File: config.mk
export PLATFORM = sky130hd
export DESIGN_NAME = mqsp_cell
export DESIGN_NICKNAME = d
export VERILOG_FILES = /design/src/rtl/mqsp_pkg.sv /design/src/rtl/mqsp_cell.sv
export SDC_FILE = /design/constraint.sdc
export NUM_CORES = 1
export LEC_CHECK = 0
export BUFFER_PORTS_ARGS = -buffer_cell sky130_fd_sc_hd__buf_2
export CAP_MARGIN = 40
export CORE_MARGIN = 2
export CORE_UTILIZATION = 49
export CTS_CLUSTER_DIAMETER = 40
export DETAILED_ROUTE_END_ITERATION = 10
export PLACE_DENSITY = 0.84
export SKIP_CTS_REPAIR_TIMING = 1
export SLEW_MARGIN = 5
export SYNTH_ARGS = -nofsm -noshare
export SYNTH_HDL_FRONTEND = slang
export SYNTH_SLANG_ARGS = --single-unit
File: constraint.sdc
create_clock -name clock -period 6.3 [get_ports clock]
set_input_delay 0 -clock clock [delete_from_list [all_inputs] [get_ports clock]]
set_output_delay 0 -clock clock [all_outputs]
set_load 0.01 [all_outputs]
File: src/rtl/mqsp_pkg.sv
package mqsp_pkg;

   localparam int DIRECTIONS  = 2;
   localparam int QUEUE_DEPTH = 64;

   typedef enum logic [1:0] {
      MODE_INSERT = 2'd0,
      MODE_PEEK   = 2'd1,
      MODE_POP    = 2'd2
   } mode_type;

   typedef enum logic [1:0] {
      STATUS_OK    = 2'd0,
      STATUS_EMPTY = 2'd1,
      STATUS_FULL  = 2'd2
   } status_type;

   typedef struct packed {
      mode_type    mode;
      logic        direction;
      logic [7:0]  priority_req;
      logic [15:0] ready_time;
      logic [7:0]  entry_id;
   } req_type;

   typedef struct packed {
      status_type  status;
      logic        head_valid;
      logic [7:0]  head_priority;
      logic [15:0] head_load_time;
      logic [7:0]  head_id;
   } rsp_type;

   typedef struct packed {
      logic [7:0]  prio;
      logic [15:0] ready_time;
      logic [7:0]  id;
   } entry_type;

   typedef struct packed {
      logic      insert;
      logic      pop;
      entry_type entry;
   } cell_cmd_type;

   // Held entry is served no later than the incoming one (equal keys stay ahead).
   function automatic logic goes_before(entry_type held, entry_type incoming);
      logic pri_gt;
      logic pri_eq;
      pri_gt = held.prio > incoming.prio;
      pri_eq = held.prio == incoming.prio;
      return pri_gt ||
         (pri_eq && ({held.ready_time, held.id} <= {incoming.ready_time, incoming.id}));
   endfunction

endpackage

File: src/rtl/mqsp_cell.sv
module mqsp_cell import mqsp_pkg::*; (
   input  logic         clock,
   input  logic         reset,
   input  cell_cmd_type cmd,
   input  entry_type    left_entry,
   input  logic         left_valid,
   input  logic         left_before,
   input  entry_type    right_entry,
   input  logic         right_valid,
   output entry_type    entry,
   output logic         valid,
   output logic         stays
);

   entry_type entry_ff, entry_in;
   logic      valid_ff, valid_in;

   assign entry = entry_ff;
   assign valid = valid_ff;
   assign stays = valid_ff && goes_before(entry_ff, cmd.entry);

   always_comb begin
      entry_in = entry_ff;
      valid_in = valid_ff;
      if (cmd.insert) begin
         if (!stays) begin
            if (left_before) begin
               // first slot past the ones that stay: drop the new word here
               entry_in = cmd.entry;
               valid_in = 1'b1;
            end else begin
               // advance the left neighbor one slot back
               entry_in = left_entry;
               valid_in = left_valid;
            end
         end
      end else if (cmd.pop) begin
         entry_in = right_entry;
         valid_in = right_valid;
      end
   end

   always_ff @(posedge clock) begin
      if (reset) begin
         valid_ff <= 1'b0;
      end else begin
         valid_ff <= valid_in;
      end
   end

   always_ff @(posedge clock) begin
      entry_ff <= entry_in;
   end

endmodule

==> After elaboration in Yosys (flattened, before gate mapping) <==
Cells that the tools add are included.
{ "word_totals": {"ff_bits": 33, "output_inout_bits": 34, "elab_cells": 21} }
{ "classes": {"n_lt_le_gt_ge": 2, "n_eq_ne": 2, "n_reduce_logical": 5, "muxes": 8} }
{ "ops": {"columns": ["cell", "count"], "rows": [
  ["32-bit two-way mux", 4],
  ["24-bit less-or-equal comparator", 1],
  ["8-bit equality test", 1],
  ["8-bit > comparator", 1],
  ["1-bit two-way mux", 4],
  ["1-bit logical AND", 2],
  ["2-bit != test (second input constant)", 1],
  ["2-bit AND reduction", 1],
  ["2-bit nonzero test", 1],
  ["1-bit logical OR", 1]
]} }

==> Longest topological paths before layout <==
{ "logic_depth": {"word_depth": 6, "depth_mapped": 8} }

==> Worst setup path before layout <==
Ideal clock, no wire load.
{ "synth_timing": {"kind": "reg2reg", "startpoint": "reg entry_ff (netlist bit entry[22])", "endpoint": "reg entry_ff (netlist bit entry[0]) (enable)", "path_buffers": 0, "setup_slack_ns": 2.676, "stages_incl_launch_ff": 8, "arrival_ns": 3.192, "path_cell_list": "edfxtp_1 ha_1 nand4_1 nor4_2 o311ai_1 nand4_1 a21oi_2 a21oi_1"} }
{ "synth_between": {"elab_chain_cells": 6} }
{ "synth_rtl": {"columns": ["element", "line_no", "source"], "rows": [
  ["from (decl)", "mqsp_cell.sv:15", "entry_type entry_ff, entry_in;"],
  ["from (signal assigned)", "mqsp_cell.sv:52", "entry_ff <= entry_in;"],
  ["24-bit less-or-equal comparator", "mqsp_pkg.sv:53", "(pri_eq && ({held.ready_time, held.id} <= {incoming.ready_time, incoming.id}));"],
  ["1-bit logical AND", "mqsp_pkg.sv:53", null],
  ["1-bit logical OR", "mqsp_pkg.sv:52", "return pri_gt ||"],
  ["1-bit logical AND", "mqsp_cell.sv:20", "assign stays = valid_ff && goes_before(entry_ff, cmd.entry);"],
  ["via stays", "mqsp_cell.sv:12", "output logic stays"],
  ["2-bit != test (no source line)", null, null],
  ["2-bit AND reduction (no source line)", null, null]
]} }
The timed path passes the listed nets, and every way through them passes these cells.
A chain may end at the register's enable or synchronous reset.

==> Worst setup path in the final report <==
{ "layout_timing": {"startpoint": "reg entry_ff (netlist bit entry[23])", "endpoint": "reg entry_ff (netlist bit entry[0]) (enable)"} }
{ "layout_between": {"elab_chain_cells": 6} }
{ "layout_rtl": {"columns": ["element", "line_no"], "rows": [
  ["24-bit less-or-equal comparator", "mqsp_pkg.sv:53"],
  ["1-bit logical AND", "mqsp_pkg.sv:53"],
  ["1-bit logical OR", "mqsp_pkg.sv:52"],
  ["1-bit logical AND", "mqsp_cell.sv:20"],
  ["2-bit != test (no source line)", null],
  ["2-bit AND reduction (no source line)", null]
]} }
Every way passes these cells.

==> results.toml <==
[floorplan]
dieHeight_microns = 76.1
io_pins = 137
die_w_microns = 76.1
fp.dieArea_sq_um = 5790
start_util = 0.502
std_cell_rows = 26
fp.coreArea_sq_um = 5070

[clock_tree]
cts_buffers = 5
cts-root-buf = "clkbuf_8"
htree_levels = 2
clk_latency_ns = 0.28
cts.sink_count = 33
clockBufferDepth = 2
cts_tree = "built"
path_clk_slew_ns = 0.07

[layout]
antennaDiodeCount = 0
final_net_count = 542
layout_common_cells = "136 x buf_2, 43 x a21oi_1, 38 x nor2_1"
stdcell_count = 478
mostFrequentLayoutCell = "buf_2"
area_growth_pct = 35.1
final_layout_size_suffix_gt1_frac = 0.375
fillers = 424

[routing]
via_per_inst = 5.13
drc = 0
wire_per_inst_microns = 13.6
drt_iter0_markers = 67
vias = 2452
drt-total-wl_microns = 6510
ant_nets = 0
dr.pass1.iters = 4

[flow_run]
cap_violations = 0

[synthesis]
synth_area_sq_um = 2550
yosys.area_share.simple = 0.113
syn_nets = 407
synthAdderAreaFrac = 0.157
ys_warn_count = 0
synth_area_per_cell_sq_um = 9.37
synth_top_family_by_area = "adder cells"
async_flop_share = 0
synth_xor_area_frac = 0
postSynthCellCount = 272
yosys_most_used_dff = "edfxtp_1"
synth_seq_cells = 33
ys_seq_area_frac = 0.385
muxShareOfSynthArea = 0.126
synth_cell_type_count = 35
synth-edff-count = 32
synth_compound_area_frac = 0.147

[worst_setup_path]
worstSetupPathType = "reg2reg"
arrival_ns = 2.68
startpoint = "entry[23]"
start_kind = "flip-flop"
critPathRequiredTime_ns = 6.29
crit_fanout = 20
crit_path_end_kind = "flip-flop"
regToRegStartpoint = "entry[23]"

[timing]
fin_hold_ws_ns = 0.0383
fmax_mhz = 371
hold_viol = 0
fin_worst_skew_ns = 0.00627
drv_slew = 0
setup_viol = 0
period_needed_ns = 2.70
rsz0062_at_grt = "no"
max_slew_margin = 0.558
fin_tns_setup_ns = 0
tightest_slew_ns = 0.663
fin_crit_sh = 0.428

[hold_path]
worstHoldStart = "right_entry[9]"
worstHoldPathType = "in2reg"

[placed_design]
place_congestion = 0.803
dp_cells = 469
place_hpwl_microns = 5270
io_buffers = 136

[global_routing]
grt_overflow = 0
grt_pass1_wl_microns = 11000
grt_pass1_vias = 2527
antenna_found_initial = 0
grt_max_degree = 71
grt_usage = 0.235

[power_and_ir_drop]
power_uw = 649
p_leak_nw = 1.78
p_per_area_nw_per_um2 = 188
peakVddDrop_v = 0.000106

[outcome]
run_status = "finished, final reports clean"
==> flip-flops by register name, indices dropped and copies added (netlist names) <==
signal,flops
valid,1
entry,32
==> worst paths after layout <==
| check | to | slack, ns | cells after the start |
|---|---|---|---|
| hold reg to reg | valid | 0.74 | 4 |
| hold / removal | entry[9] | 0.04 | 3 |
| setup reg to reg | entry[0] | 3.60 | 8 |
| setup / recovery | entry[0] | 3.60 | 8 |
==> per-stage QoR <==
step	utilization	setup slack [ns]	cell area (sq um)
final	0.678	3.60	3440
after CTS	0.676	3.57	3430
after floorplan	-	2.68	2550
after detailed placement	0.659	3.59	3340
after global placement	0.648	3.51	3290
after global routing	0.678	3.34	3440
==> kinds of logic after synthesis <==
kind of cell    count (synthesis)
compound gates                 63
simple gates                   64
fa+ha+maj                      32
mux                            32
flops                          33
buf+inv                        48
==> cells in the mapped netlist (all sizes together) (2+ instances only) <==
library cell  count  area share
o211ai            2      0.0079
a21oi            45       0.090
nand2             7       0.010
nand4            10       0.025
mux2i            32        0.13
o21ai             4      0.0079
nor2             38       0.056
clkbuf            7       0.010
inv              36       0.053
a31o              3       0.010
buf               5      0.0088
nand3             3      0.0059
ha               32        0.16
edfxtp           32        0.38
==> where the power goes <==
part | internal, mW | leakage [nW] | total [mW] | switching, mW
Combinational | 0.0941 | 1.41 | 0.203 | 0.109
Clock | 0.0891 | 0.0455 | 0.164 | 0.0744
Sequential | 0.271 | 0.325 | 0.282 | 0.0116
==> area by class of cell <==
class	instances	area [sq um]	share of cell area
inverters	36	135	0.0393
clock buffers	8	90.1	0.0262
multi-input cells	191	1400	0.405
well taps	70	87.6	0.0254
flip-flops and latches	33	981	0.285
repair buffers	140	753	0.219
==> metal layers <==
metal  GRT usage  up-vias  wire length (microns)  share of wire
met5           0        -                      0              0
met4      0.0909        0                    131          0.020
met3      0.0557       12                    357          0.055
met2       0.446       79                   3430           0.53
met1       0.251     1110                   2590           0.40
li1            -     1251                      -              -
==> worst max-delay path: stages (launching register included) <==
cell and delay, ns:
edfxtp_1 0.41, ha_1 0.33, nand4_1 0.19, nor4_2 0.34, o311ai_1 0.16, nand4_1 0.17
a21oi_2 0.10, a21oi_4 0.48, buf_16 0.23
No activity file was read; power rests on OpenSTA's default activity.
